File: src/rtl/core/whitespace_token_classifier_assert.svh
// Assertion macros for the whitespace token classifier.
// Expect clk_i and rst_ni in the scope of every use.
`ifndef WHITESPACE_TOKEN_CLASSIFIER_ASSERT_SVH
`define WHITESPACE_TOKEN_CLASSIFIER_ASSERT_SVH

// Flag a condition that must never hold at a clock edge.
`define WTC_ASSERT_NEVER(lbl, cond, msg) \
  lbl: assert property (@(posedge clk_i) disable iff (!rst_ni) !(cond)) else $error(msg);

// Flag a precondition whose consequence fails in the same cycle.
`define WTC_ASSERT_IMPL(lbl, pre, post, msg) \
  lbl: assert property (@(posedge clk_i) disable iff (!rst_ni) (pre) |-> (post)) \
    else $error(msg);

`endif

File: src/rtl/core/wtc_pkg.sv
// Shared types, codes and helpers for the whitespace token classifier.
// No dependencies.
package wtc_pkg;

  localparam int unsigned TOK_LEN_W  = 6;
  localparam int unsigned CMD_DEPTH  = 2;
  localparam logic [7:0]  ZERO_CHAR  = 8'd48;

  localparam logic [1:0] EV_START  = 2'd0;
  localparam logic [1:0] EV_NUMBER = 2'd1;
  localparam logic [1:0] EV_STRING = 2'd2;
  localparam logic [1:0] EV_END    = 2'd3;

  typedef struct packed {
    logic [7:0] data_byte;
    logic       byte_present;
    logic       frame_last;
  } in_item_t;

  typedef struct packed {
    logic [1:0]  event_kind;
    logic [63:0] number_value;
    logic [7:0]  text_byte;
    logic        token_end;
    logic        truncated;
    logic        run_last;
  } out_item_t;

  // One request's worth of work for the replay side.
  typedef struct packed {
    logic                 has_start;
    logic                 has_num;
    logic                 has_str;
    logic                 has_end;
    logic                 bank;
    logic                 cut;
    logic [TOK_LEN_W-1:0] len;
    logic [63:0]          value;
  } cmd_t;

  typedef struct packed {
    logic                 en;
    logic                 bank;
    logic [TOK_LEN_W-1:0] idx;
    logic [7:0]           data;
  } buf_wr_t;

  typedef struct packed {
    logic valid;
    logic bank;
  } bank_rel_t;

  function automatic logic is_space(input logic [7:0] c);
    return (c == 8'd32) || ((c >= 8'd9) && (c <= 8'd13));
  endfunction

  function automatic logic is_digit(input logic [7:0] c);
    return (c >= ZERO_CHAR) && (c <= ZERO_CHAR + 8'd9);
  endfunction

endpackage

File: src/rtl/core/whitespace_token_classifier.sv
// Whitespace token classifier, top level. Depends on wtc_pkg and the assert macros.
// A request passes the work queue, the replay state and the output register in turn.
// Throughput: one request per cycle in while full is low, one result per cycle
//   out of the output register while pop is high; one result per string byte.
// Reset: asynchronous, clears all control state; no clearing pass, the token
//   memory holds nothing valid until written.
`include "whitespace_token_classifier_assert.svh"

module whitespace_token_classifier
  import wtc_pkg::*;
#(
  parameter int unsigned MAX_TOKEN_BYTES = 32
) (
  input  logic      clk_i,
  input  logic      rst_ni,
  input  logic      push,
  output logic      full,
  input  in_item_t  in_item_i,
  output logic      empty,
  input  logic      pop,
  output out_item_t out_item_o
);

  // Front end decodes each request, accumulates the decimal value and writes
  // token bytes into one of two memory banks. A bank stays locked until the
  // replay side has played its string back, so the front can fill the other.
  cmd_t      cmd_in, cmd_out;
  logic      cmd_push, cmd_full, cmd_pop, cmd_empty;
  buf_wr_t   buf_wr;
  bank_rel_t bank_rel;

  wtc_front #(
    .MAX_TOKEN_BYTES(MAX_TOKEN_BYTES)
  ) u_front (
    .clk_i     (clk_i),
    .rst_ni    (rst_ni),
    .push_i    (push),
    .in_item_i (in_item_i),
    .full_o    (full),
    .cmd_full_i(cmd_full),
    .cmd_push_o(cmd_push),
    .cmd_o     (cmd_in),
    .wr_o      (buf_wr),
    .rel_i     (bank_rel)
  );

  // Hold queued work so either side can stall without blocking the other.
  wtc_cmd_fifo u_cmd_fifo (
    .clk_i  (clk_i),
    .rst_ni (rst_ni),
    .push_i (cmd_push),
    .data_i (cmd_in),
    .full_o (cmd_full),
    .pop_i  (cmd_pop),
    .data_o (cmd_out),
    .empty_o(cmd_empty)
  );

  // Replay side: advance through start, token and end results of each queued
  // request, one per cycle while the output is popped, and flag run_last on the final one.
  wtc_back #(
    .MAX_TOKEN_BYTES(MAX_TOKEN_BYTES)
  ) u_back (
    .clk_i      (clk_i),
    .rst_ni     (rst_ni),
    .wr_i       (buf_wr),
    .cmd_empty_i(cmd_empty),
    .cmd_i      (cmd_out),
    .cmd_pop_o  (cmd_pop),
    .rel_o      (bank_rel),
    .empty_o    (empty),
    .pop_i      (pop),
    .out_item_o (out_item_o)
  );

  `WTC_ASSERT_NEVER(a_cmd_overflow, cmd_push && cmd_full, "work queue written while full")
  `WTC_ASSERT_IMPL(a_end_is_last, !empty && out_item_o.event_kind == EV_END, out_item_o.run_last, "frame end result without run_last")
  `WTC_ASSERT_IMPL(a_non_string_clean, !empty && out_item_o.event_kind != EV_STRING, !out_item_o.token_end && !out_item_o.truncated && out_item_o.text_byte == 8'd0, "string fields set on a non-string result")

endmodule

File: src/rtl/core/wtc_front.sv
// Front end: takes input requests, tracks the open token and queues work.
// Depends on wtc_pkg.
module wtc_front
  import wtc_pkg::*;
#(
  parameter int unsigned MAX_TOKEN_BYTES = 32
) (
  input  logic      clk_i,
  input  logic      rst_ni,
  input  logic      push_i,
  input  in_item_t  in_item_i,
  output logic      full_o,
  input  logic      cmd_full_i,
  output logic      cmd_push_o,
  output cmd_t      cmd_o,
  output buf_wr_t   wr_o,
  input  bank_rel_t rel_i
);

  typedef struct packed {
    logic                 open;
    logic                 all_dig;
    logic                 ovf;
    logic [63:0]          value;
    logic [TOK_LEN_W-1:0] len;
    logic                 cut;
  } tok_t;

  localparam tok_t TOK_CLEAR = '{open: 1'b0, all_dig: 1'b1, ovf: 1'b0, value: '0,
                                 len: '0, cut: 1'b0};
  localparam logic [TOK_LEN_W-1:0] LEN_LIMIT = TOK_LEN_W'(MAX_TOKEN_BYTES);

  tok_t       tok_q, tok_d;
  logic       frame_q, frame_d;
  logic       wbank_q, wbank_d;
  logic [1:0] busy_q, busy_d;
  logic       active;
  logic       close;
  logic [67:0] prod;
  logic [3:0]  digit;

  assign full_o = cmd_full_i || busy_q[wbank_q];
  assign active = push_i && !full_o &&
                  (in_item_i.byte_present || in_item_i.frame_last);

  always_comb begin
    tok_d      = tok_q;
    frame_d    = frame_q;
    wbank_d    = wbank_q;
    busy_d     = busy_q;
    cmd_o      = '0;
    cmd_push_o = 1'b0;
    wr_o       = '0;
    close      = 1'b0;
    prod       = '0;
    digit      = '0;
    if (rel_i.valid) begin
      busy_d[rel_i.bank] = 1'b0;
    end
    if (active) begin
      if (!frame_q) begin
        frame_d         = 1'b1;
        cmd_o.has_start = 1'b1;
        tok_d           = TOK_CLEAR;
      end
      if (in_item_i.byte_present) begin
        if (is_space(in_item_i.data_byte)) begin
          close = tok_d.open;
        end else begin
          if (!tok_d.open) begin
            tok_d      = TOK_CLEAR;
            tok_d.open = 1'b1;
          end
          if (is_digit(in_item_i.data_byte)) begin
            digit = 4'(in_item_i.data_byte - ZERO_CHAR);
            prod  = ({4'b0, tok_d.value} << 3) + ({4'b0, tok_d.value} << 1) + 68'(digit);
            if (tok_d.all_dig && !tok_d.ovf) begin
              if (prod[67:64] != 4'd0) begin
                tok_d.ovf = 1'b1;
              end else begin
                tok_d.value = prod[63:0];
              end
            end
          end else begin
            tok_d.all_dig = 1'b0;
          end
          if (tok_d.len < LEN_LIMIT) begin
            wr_o.en   = 1'b1;
            wr_o.bank = wbank_q;
            wr_o.idx  = tok_d.len;
            wr_o.data = in_item_i.data_byte;
            tok_d.len = tok_d.len + 1'b1;
          end else begin
            tok_d.cut = 1'b1;
          end
        end
      end
      if (in_item_i.frame_last) begin
        if (tok_d.open) begin
          close = 1'b1;
        end
        cmd_o.has_end = 1'b1;
        frame_d       = 1'b0;
      end
      if (close) begin
        if (tok_d.all_dig && !tok_d.ovf) begin
          cmd_o.has_num = 1'b1;
          cmd_o.value   = tok_d.value;
        end else begin
          // hand the filled bank to the replay side and switch banks
          cmd_o.has_str   = 1'b1;
          cmd_o.bank      = wbank_q;
          cmd_o.len       = tok_d.len;
          cmd_o.cut       = tok_d.cut;
          wbank_d         = ~wbank_q;
          busy_d[wbank_q] = 1'b1;
        end
        tok_d = TOK_CLEAR;
      end
      cmd_push_o = cmd_o.has_start || cmd_o.has_num || cmd_o.has_str || cmd_o.has_end;
    end
  end

  always_ff @(posedge clk_i or negedge rst_ni) begin
    if (!rst_ni) begin
      tok_q   <= TOK_CLEAR;
      frame_q <= 1'b0;
      wbank_q <= 1'b0;
      busy_q  <= '0;
    end else begin
      tok_q   <= tok_d;
      frame_q <= frame_d;
      wbank_q <= wbank_d;
      busy_q  <= busy_d;
    end
  end

endmodule

File: src/rtl/core/wtc_cmd_fifo.sv
// Short work queue between the front end and the replay side.
// Depends on wtc_pkg.
module wtc_cmd_fifo
  import wtc_pkg::*;
(
  input  logic clk_i,
  input  logic rst_ni,
  input  logic push_i,
  input  cmd_t data_i,
  output logic full_o,
  input  logic pop_i,
  output cmd_t data_o,
  output logic empty_o
);

  localparam int unsigned PTR_W = $clog2(CMD_DEPTH);
  localparam int unsigned CNT_W = $clog2(CMD_DEPTH + 1);

  cmd_t             slot_q [CMD_DEPTH];
  logic [PTR_W-1:0] wptr_q, rptr_q;
  logic [CNT_W-1:0] cnt_q;
  logic             do_push, do_pop;

  assign full_o  = (cnt_q == CNT_W'(CMD_DEPTH));
  assign empty_o = (cnt_q == '0);
  assign data_o  = slot_q[rptr_q];
  assign do_push = push_i && !full_o;
  assign do_pop  = pop_i && !empty_o;

  always_ff @(posedge clk_i) begin
    if (do_push) begin
      slot_q[wptr_q] <= data_i;
    end
  end

  always_ff @(posedge clk_i or negedge rst_ni) begin
    if (!rst_ni) begin
      wptr_q <= '0;
      rptr_q <= '0;
      cnt_q  <= '0;
    end else begin
      if (do_push) begin
        wptr_q <= (wptr_q == PTR_W'(CMD_DEPTH - 1)) ? '0 : wptr_q + 1'b1;
      end
      if (do_pop) begin
        rptr_q <= (rptr_q == PTR_W'(CMD_DEPTH - 1)) ? '0 : rptr_q + 1'b1;
      end
      cnt_q <= cnt_q + CNT_W'(do_push) - CNT_W'(do_pop);
    end
  end

endmodule

File: src/rtl/core/wtc_back.sv
// Replay side: token byte memory, result sequencing and output register.
// Depends on wtc_pkg.
module wtc_back
  import wtc_pkg::*;
#(
  parameter int unsigned MAX_TOKEN_BYTES = 32
) (
  input  logic      clk_i,
  input  logic      rst_ni,
  input  buf_wr_t   wr_i,
  input  logic      cmd_empty_i,
  input  cmd_t      cmd_i,
  output logic      cmd_pop_o,
  output bank_rel_t rel_o,
  output logic      empty_o,
  input  logic      pop_i,
  output out_item_t out_item_o
);

  localparam int unsigned ADDR_W = $clog2(2 * MAX_TOKEN_BYTES);

  function automatic logic [ADDR_W-1:0] buf_addr(input logic bank,
                                                 input logic [TOK_LEN_W-1:0] idx);
    return bank ? ADDR_W'(MAX_TOKEN_BYTES) + ADDR_W'(idx) : ADDR_W'(idx);
  endfunction

  logic [7:0]           mem_q [2 * MAX_TOKEN_BYTES];
  logic [7:0]           rdata_q;
  logic                 active_q, active_d;
  cmd_t                 cur_q, cur_d;
  logic [TOK_LEN_W-1:0] idx_q, idx_d;
  logic                 out_valid_q, out_valid_d;
  out_item_t            out_q, out_d;
  out_item_t            res;
  logic                 load_ok, emit, last, take, str_end;

  assign load_ok = !out_valid_q || pop_i;
  assign str_end = ((idx_q + 1'b1) == cur_q.len);

  always_comb begin
    cur_d       = cur_q;
    idx_d       = idx_q;
    active_d    = active_q;
    out_valid_d = out_valid_q;
    out_d       = out_q;
    res         = '0;
    emit        = 1'b0;
    last        = 1'b0;
    rel_o       = '0;
    if (active_q && load_ok) begin
      emit = 1'b1;
      if (cur_q.has_start) begin
        res.event_kind  = EV_START;
        cur_d.has_start = 1'b0;
        last = !(cur_q.has_num || cur_q.has_str || cur_q.has_end);
      end else if (cur_q.has_num) begin
        res.event_kind   = EV_NUMBER;
        res.number_value = cur_q.value;
        cur_d.has_num    = 1'b0;
        last = !cur_q.has_end;
      end else if (cur_q.has_str) begin
        res.event_kind = EV_STRING;
        res.text_byte  = rdata_q;
        res.token_end  = str_end;
        res.truncated  = cur_q.cut;
        if (str_end) begin
          cur_d.has_str = 1'b0;
          rel_o.valid   = 1'b1;
          rel_o.bank    = cur_q.bank;
        end else begin
          idx_d = idx_q + 1'b1;
        end
        last = str_end && !cur_q.has_end;
      end else begin
        res.event_kind = EV_END;
        cur_d.has_end  = 1'b0;
        last = 1'b1;
      end
      res.run_last = last;
    end
    take = (!active_q || (emit && last)) && !cmd_empty_i;
    if (take) begin
      cur_d    = cmd_i;
      idx_d    = '0;
      active_d = 1'b1;
    end else if (emit && last) begin
      active_d = 1'b0;
    end
    if (emit) begin
      out_d       = res;
      out_valid_d = 1'b1;
    end else if (pop_i) begin
      out_valid_d = 1'b0;
    end
  end

  assign cmd_pop_o  = take;
  assign empty_o    = !out_valid_q;
  assign out_item_o = out_q;

  // Read address follows the next byte index so rdata_q matches idx_q.
  always_ff @(posedge clk_i) begin
    if (wr_i.en) begin
      mem_q[buf_addr(wr_i.bank, wr_i.idx)] <= wr_i.data;
    end
    rdata_q <= mem_q[buf_addr(cur_d.bank, idx_d)];
    out_q   <= out_d;
    cur_q   <= cur_d;
    idx_q   <= idx_d;
  end

  always_ff @(posedge clk_i or negedge rst_ni) begin
    if (!rst_ni) begin
      active_q    <= 1'b0;
      out_valid_q <= 1'b0;
    end else begin
      active_q    <= active_d;
      out_valid_q <= out_valid_d;
    end
  end

endmodule

File: config.mk
export PLATFORM = sky130hd
export DESIGN_NAME = whitespace_token_classifier
export DESIGN_NICKNAME = d
export VERILOG_FILES = /design/src/rtl/core/wtc_pkg.sv /design/src/rtl/core/whitespace_token_classifier.sv /design/src/rtl/core/wtc_front.sv /design/src/rtl/core/wtc_cmd_fifo.sv /design/src/rtl/core/wtc_back.sv
export VERILOG_INCLUDE_DIRS = /design/src /design/src/rtl/core
export SDC_FILE = /design/constraint.sdc
export NUM_CORES = 1
export LEC_CHECK = 0
export BUFFER_PORTS_ARGS = -buffer_cell sky130_fd_sc_hd__buf_2
export CAP_MARGIN = 20
export CORE_UTILIZATION = 40
export CTS_BUF_LIST = sky130_fd_sc_hd__clkbuf_2 sky130_fd_sc_hd__clkbuf_4 sky130_fd_sc_hd__clkbuf_8
export DETAILED_ROUTE_END_ITERATION = 16
export GPL_TIMING_DRIVEN = 0
export SYNTH_ARGS = -nofsm -noshare
export SYNTH_HDL_FRONTEND = slang
export SYNTH_SLANG_ARGS = --single-unit
File: constraint.sdc
create_clock -name clk_i -period 7.7 [get_ports clk_i]
set_input_delay 0.77 -clock clk_i [delete_from_list [all_inputs] [get_ports clk_i]]
set_output_delay 0.77 -clock clk_i [all_outputs]
set_load 0.02 [all_outputs]
==> results.cfg, run 1 <==
[worst_setup_path]
r2r_cells = 20
cp_max_fo = 10
cp_common_cell = clkbuf_1
required_ns = 8.23
endpoint_kind = flop
path_buf_inv = 6
cp_num_cells = 20
startpoint = u_front.frame_q$_DFFE_PN0P_
worstSetupPathType = flop to flop
arrival_ns = 7.96
startpoint_type = flop
reg2reg_from = u_front.frame_q$_DFFE_PN0P_
critPathMaxStageDelay_ns = 0.74
critical-path-top-delay-family = buffers and inverters
crit_end = u_cmd_fifo.slot_q[1][29]$_DFFE_PP_
crit_path_cell_trace = clkbuf_1 > clkbuf_1 > clkbuf_1 > and3_1 > ha_1 > ha_1 > clkbuf_1 > nand2_1 > nor3_1 > nand3_1 > a211o_1 > a31oi_2 > a21oi_2 > o41ai_2 > or4_1 > o21a_1 > clkbuf_1 > buf_2 > nand2_1 > a21oi_1
r2r_end = u_cmd_fifo.slot_q[1][29]$_DFFE_PP_
r2r_slack_ns = 0.27
cpMaxStageDelayCell = clkbuf_1

[outcome]
status = finished clean

[timing]
fmax_mhz = 135
drv_slew = 0
setup_viol = 0
setup-tns-final_ns = 0
rsz0062_at_grt = false
tightestPinTransition_ns = 1.32
period_needed_ns = 7.43
fin_crit_sh_pct = 96.5
fin_hold_ws_ns = 0.292
hold_viol = 0
finalClockSkew_ns = 0.0444
slew_headroom_pct = 9.62
fin_ws_ns = 0.271

[clock_tree]
cts.clk_slew.worst_paths_ns = 0.06
postCtsSetupRepairBufs = 0
clockBufferDepth = 3
cts_tree = built
clock_latency_ns = 0.83
post_cts_resized = 0
cts_buffers = 151
cts_root_buf = clkbuf_8
cts-hold-fix-buffers = 1
h-tree-depth = 4
cts.sinks = 915

[floorplanning]
dieArea_sq_um = 105000
fp-row-count = 118
fp.dieW_um = 325
initial_core_util_pct = 40.3
core_area_sq_um = 103000
num_io_pins = 93
fp.dieH_um = 325

[placement]
port_buffers = 90
place_ws_ns = 0.584
hpwlAfterDp_um = 83800
gp_congestion = 0.931
placed_cells = 4637

[power_and_ir_drop]
powerDensity_nw_per_um2 = 318
power.total_uw = 15100
leakage_uw = 0.0175
peakVddDrop_v = 0.000192

[logic_synthesis]
netlist_area_sq_um = 41700
synthArstFlopShare_pct = 9.18
ys.flop_type = edfxtp_1
syn_inst = 3146
ys_ff_latch = 915
synth_seq_area_share_pct = 64.6
ys.warnings.count = 0
avgSynthCellArea_sq_um = 13.2
synth-edff-count = 816
synth.distinct_cells = 102
syn-num-nets = 3293

[routing]
drc = 0
routed_via_density = 5.75
ant_nets = 0
drt_iter0_markers = 2851
vias = 28300
first_pass_iters = 6
wl_per_cell_um = 24.4
wirelength_um = 120000

[layout]
drive_gt1_share_pct = 16.4
syn_to_final_growth_pct = 13.7
seq_area_sq_um = 26900
mostFrequentLayoutCell = edfxtp_1
multi_input_comb_area_sq_um = 13700
fin_nets = 3558
fin_cells = 4913
layout_common_cells = 816 x edfxtp_1, 276 x nand2_1, 214 x nor2_1
n_fill_cell = 9294

[global_routing]
grt_first_pass_wirelength_um = 176000
grtUsageTotal_pct = 22.3
grt_max_degree = 67
grt_pass1_vias = 27300
antenna_found_initial = 6
overflow = 0

[hold_path]
min_path_type = input pin to flop
holdCritStartpoint = in_item_i[2]
whs_path_depth = 2

[job]
max-cap-violations = 0
## cells by family (layout without fill, tap and decap cells)
kind of cell / after synthesis / after routing / share of synthesized area, %
fa+ha+maj: 133 / 133 / 4.01
mux: 167 / 167 / 4.25
other cells: 0 / 5 / 0
flops: 915 / 915 / 64.6
xor+xnor: 79 / 79 / 1.68
compound gates: 770 / 770 / 13.1
buf+inv: 238 / 620 / 2.60
simple gates: 844 / 844 / 9.80
## worst min-delay path by stage
stage	to
2_1_floorplan	u_front.tok_q[72]$_DFFE_PN1P_
3_3_place_gp	u_front.tok_q[72]$_DFFE_PN1P_
3_5_place_dp	u_front.tok_q[72]$_DFFE_PN1P_
4_1_cts	u_front.tok_q[7]$_DFFE_PN0P_
5_1_grt	u_front.tok_q[7]$_DFFE_PN0P_
6_report	u_front.tok_q[7]$_DFFE_PN0P_
## area by class of cell
class	count	share of cell area, %
plain buffers	195	1.95
diodes	5	0.0264
inverters	43	0.346
repair buffers	112	1.79
multi-input cells	1993	28.9
clock buffers	207	5.45
clock inverters	63	1.05
flip-flops and latches	915	56.8
well taps	1380	3.65
## where the power goes
group | leakage (uW) | internal [uW] | total (uW) | switching (uW)
sequential | 0.00893 | 6110 | 6270 | 169
clock | 0.00162 | 2390 | 4390 | 2000
combinational | 0.00696 | 1270 | 4390 | 3130
total | 0.0175 | 9760 | 15100 | 5300
## cells in the mapped netlist, drive strengths merged, types with 38 or more instances
cell type | count | area share (%)
ha | 132 | 4.0
a211oi | 39 | 0.71
a22o | 67 | 1.4
o221ai | 74 | 1.6
mux2i | 91 | 2.2
nand3 | 38 | 0.47
o21ai | 141 | 1.7
xnor2 | 51 | 1.1
nand2 | 281 | 2.6
inv | 43 | 0.39
and3 | 82 | 1.2
a22oi | 59 | 1.1
nor2 | 217 | 2.0
edfxtp | 816 | 59
buf | 92 | 1.3
a21oi | 152 | 1.8
a21o | 41 | 0.74
clkbuf | 103 | 0.93
mux2 | 76 | 2.1
dfrtp | 83 | 5.0
and2 | 91 | 1.4
## routing by layer
layer	up-vias	part of all wire (%)	global-route usage, %
met5	-	0.034	0
met3	258	7.8	4.72
met2	1165	45	34.8
met4	6	3.4	8.63
li1	12700	-	-
met1	14200	43	30.6
## metrics by stage
| step | cell area [sq um] | utilization (%) |
|---|---|---|
| 3_3_place_gp | 43800 | 42.4 |
| 6_report | 47400 | 45.8 |
| 5_1_grt | 47400 | 45.8 |
| 4_1_cts | 47400 | 45.8 |
| 3_5_place_dp | 44300 | 42.8 |
| 2_1_floorplan | 41700 | - |
## flip-flops by register name (all words and copies together), names as in the netlist
| name | count |
|---|---|
| u_back.idx_q | 6 |
| u_back.out_item_o | 77 |
| u_front.tok_q | 74 |
| u_cmd_fifo.rptr_q | 1 |
| u_cmd_fifo.slot_q | 152 |
| u_back.active_q | 1 |
| u_back.rdata_q | 8 |
| u_back.cur_q | 76 |
| u_cmd_fifo.cnt_q | 2 |
| u_cmd_fifo.wptr_q | 1 |
| u_back.mem_q | 512 |
| u_front.busy_q | 2 |
| u_front.wbank_q | 1 |
| u_back.out_valid_q | 1 |
| u_front.frame_q | 1 |
(Power assumes the default switching activity.)
==> inputs of run 2 (changes only) <==
==> constraint.sdc (replaced) <==
create_clock -name clk_i -period 7.25 [get_ports clk_i]
set_input_delay 0.725 -clock clk_i [delete_from_list [all_inputs] [get_ports clk_i]]
set_output_delay 0.725 -clock clk_i [all_outputs]
set_load 0.02 [all_outputs]
==> results.cfg, run 2 (synthesis results as in run 1) <==
[outcome]
status = finished clean

[worst_setup_path]
worstSetupPathType = flop to flop
startpoint = u_front.frame_q$_DFFE_PN0P_
r2r_end = u_cmd_fifo.slot_q[1][29]$_DFFE_PP_
cp_max_fo = 10
required_ns = 7.77
crit_end = u_cmd_fifo.slot_q[1][29]$_DFFE_PP_
arrival_ns = 7.49
startpoint_type = flop
r2r_slack_ns = 0.27
endpoint_kind = flop
r2r_cells = 19
reg2reg_from = u_front.frame_q$_DFFE_PN0P_

[power_and_ir_drop]
peakVddDrop_v = 0.000204
powerDensity_nw_per_um2 = 337
leakage_uw = 0.0175

[layout]
n_fill_cell = 9292
top_register = u_back.mem_q
multi_input_comb_area_sq_um = 13700
fin_nets = 3557
layout_common_cells = 816 x edfxtp_1, 276 x nand2_1, 214 x nor2_1
mostFrequentLayoutCell = edfxtp_1
post-route-util_pct = 45.8
seq_area_sq_um = 26900
drive_gt1_share_pct = 16.4
syn_to_final_growth_pct = 13.7
largest_register_ffs = 512

[floorplanning]
fp-row-count = 118
core_area_sq_um = 103000
num_io_pins = 93
fp.dieW_um = 325
initial_core_util_pct = 40.3
fp.dieH_um = 325
dieArea_sq_um = 105000

[clock_tree]
cts_buffers = 151
cts.sinks = 915
cts_root_buf = clkbuf_8
clockBufferDepth = 3
h-tree-depth = 4
clock_latency_ns = 0.83
cts.clk_slew.worst_paths_ns = 0.06
cts_tree = built

[hold_path]
whs_path_depth = 2
min_path_type = input pin to flop

[timing]
drv_slew = 0
fmax_mhz = 143
tightestPinTransition_ns = 1.24
slew_headroom_pct = 15.1
rsz0062_at_grt = false
finalClockSkew_ns = 0.0458
fin_ws_ns = 0.274
period_needed_ns = 6.98
fin_crit_sh_pct = 96.2
setup_viol = 0
hold_viol = 0

[routing]
ant_nets = 0
drc = 0
wirelength_um = 120000
vias = 28300
drt_iter0_markers = 2882
routed_via_density = 5.75
first_pass_iters = 6
wl_per_cell_um = 24.4

[placement]
port_buffers = 90
gp_congestion = 0.931
hpwlAfterDp_um = 83800
place_ws_ns = 0.134

[global_routing]
grtUsageTotal_pct = 22.3
antenna_found_initial = 6
grt_first_pass_wirelength_um = 176000
overflow = 0
grt_max_degree = 67
grt_pass1_vias = 27300

[job]
max-cap-violations = 0
## run 2: layer usage
metal,up-vias,part of all wire (%),global-route usage (%)
li1,12700,-,-
met1,14100,43,30.6
met2,1171,45,34.8
met3,263,7.6,4.72
met4,6,3.5,8.63
met5,-,0.034,0
## run 2: final cells by class
cell class / count / area share (%)
buffer: 194 / 1.94
antenna: 7 / 0.0370
sequential: 915 / 56.8
inverter: 43 / 0.346
timing repair buffer: 112 / 1.79
clock buffer: 207 / 5.45
clock inverter: 63 / 1.05
multi-input combinational: 1993 / 28.9
tap: 1380 / 3.65
## run 2: repair_timing
action	in CTS	in global routing
hold buffers	1	0
setup buffers	0	0
hold endpoints to repair	23	0
resized for setup	0	1
setup endpoints to repair	0	56
## run 2: report_power, final
group	switching, uW	internal (uW)	total, uW	leakage [uW]
clock network	2120	2530	4660	0.00162
logic	3320	1340	4660	0.00696
registers	179	6480	6660	0.00894
total	5620	10400	16000	0.0175
## run 2: worst min-delay path by stage
stage,from,to
finish,in_item_i[2],u_front.tok_q[7]$_DFFE_PN0P_
global route,in_item_i[2],u_front.tok_q[7]$_DFFE_PN0P_
CTS,in_item_i[2],u_front.tok_q[7]$_DFFE_PN0P_
detailed placement,u_front.tok_q[72]$_DFFE_PN1P_,u_front.tok_q[72]$_DFFE_PN1P_
global placement,u_front.tok_q[72]$_DFFE_PN1P_,u_front.tok_q[72]$_DFFE_PN1P_
floorplan,rst_ni,u_back.active_q$_DFFE_PN0P_
## run 2: critical path: stages, from the launching register on
cell      delay (ns)
dfrtp_1         0.45
clkbuf_1        0.49
clkbuf_1        0.60
clkbuf_1        0.46
and3_1          0.28
ha_1            0.24
ha_1            0.27
clkbuf_1        0.33
nand2_1         0.09
nor3_1          0.39
nand3_1         0.28
a211o_1         0.43
a31oi_2         0.27
a21oi_2         0.14
o41ai_2         0.39
or4_1           0.19
o21a_2          0.41
buf_2           0.42
nand2_1         0.09
a21oi_1         0.41
## run 2: metrics by stage
stage	hold slack, ns	std cells	TNS [ns]	cell area [sq um]	total power [uW]
global placement	0.466	4616	-67.45	43800	11300
detailed placement	0.474	4637	0	44300	11400
finish	0.240	4914	0	47400	16000
floorplan	0.429	3146	0	41700	9390
CTS	0.162	4908	0	47400	16000
global route	0.210	4912	0	47400	16600
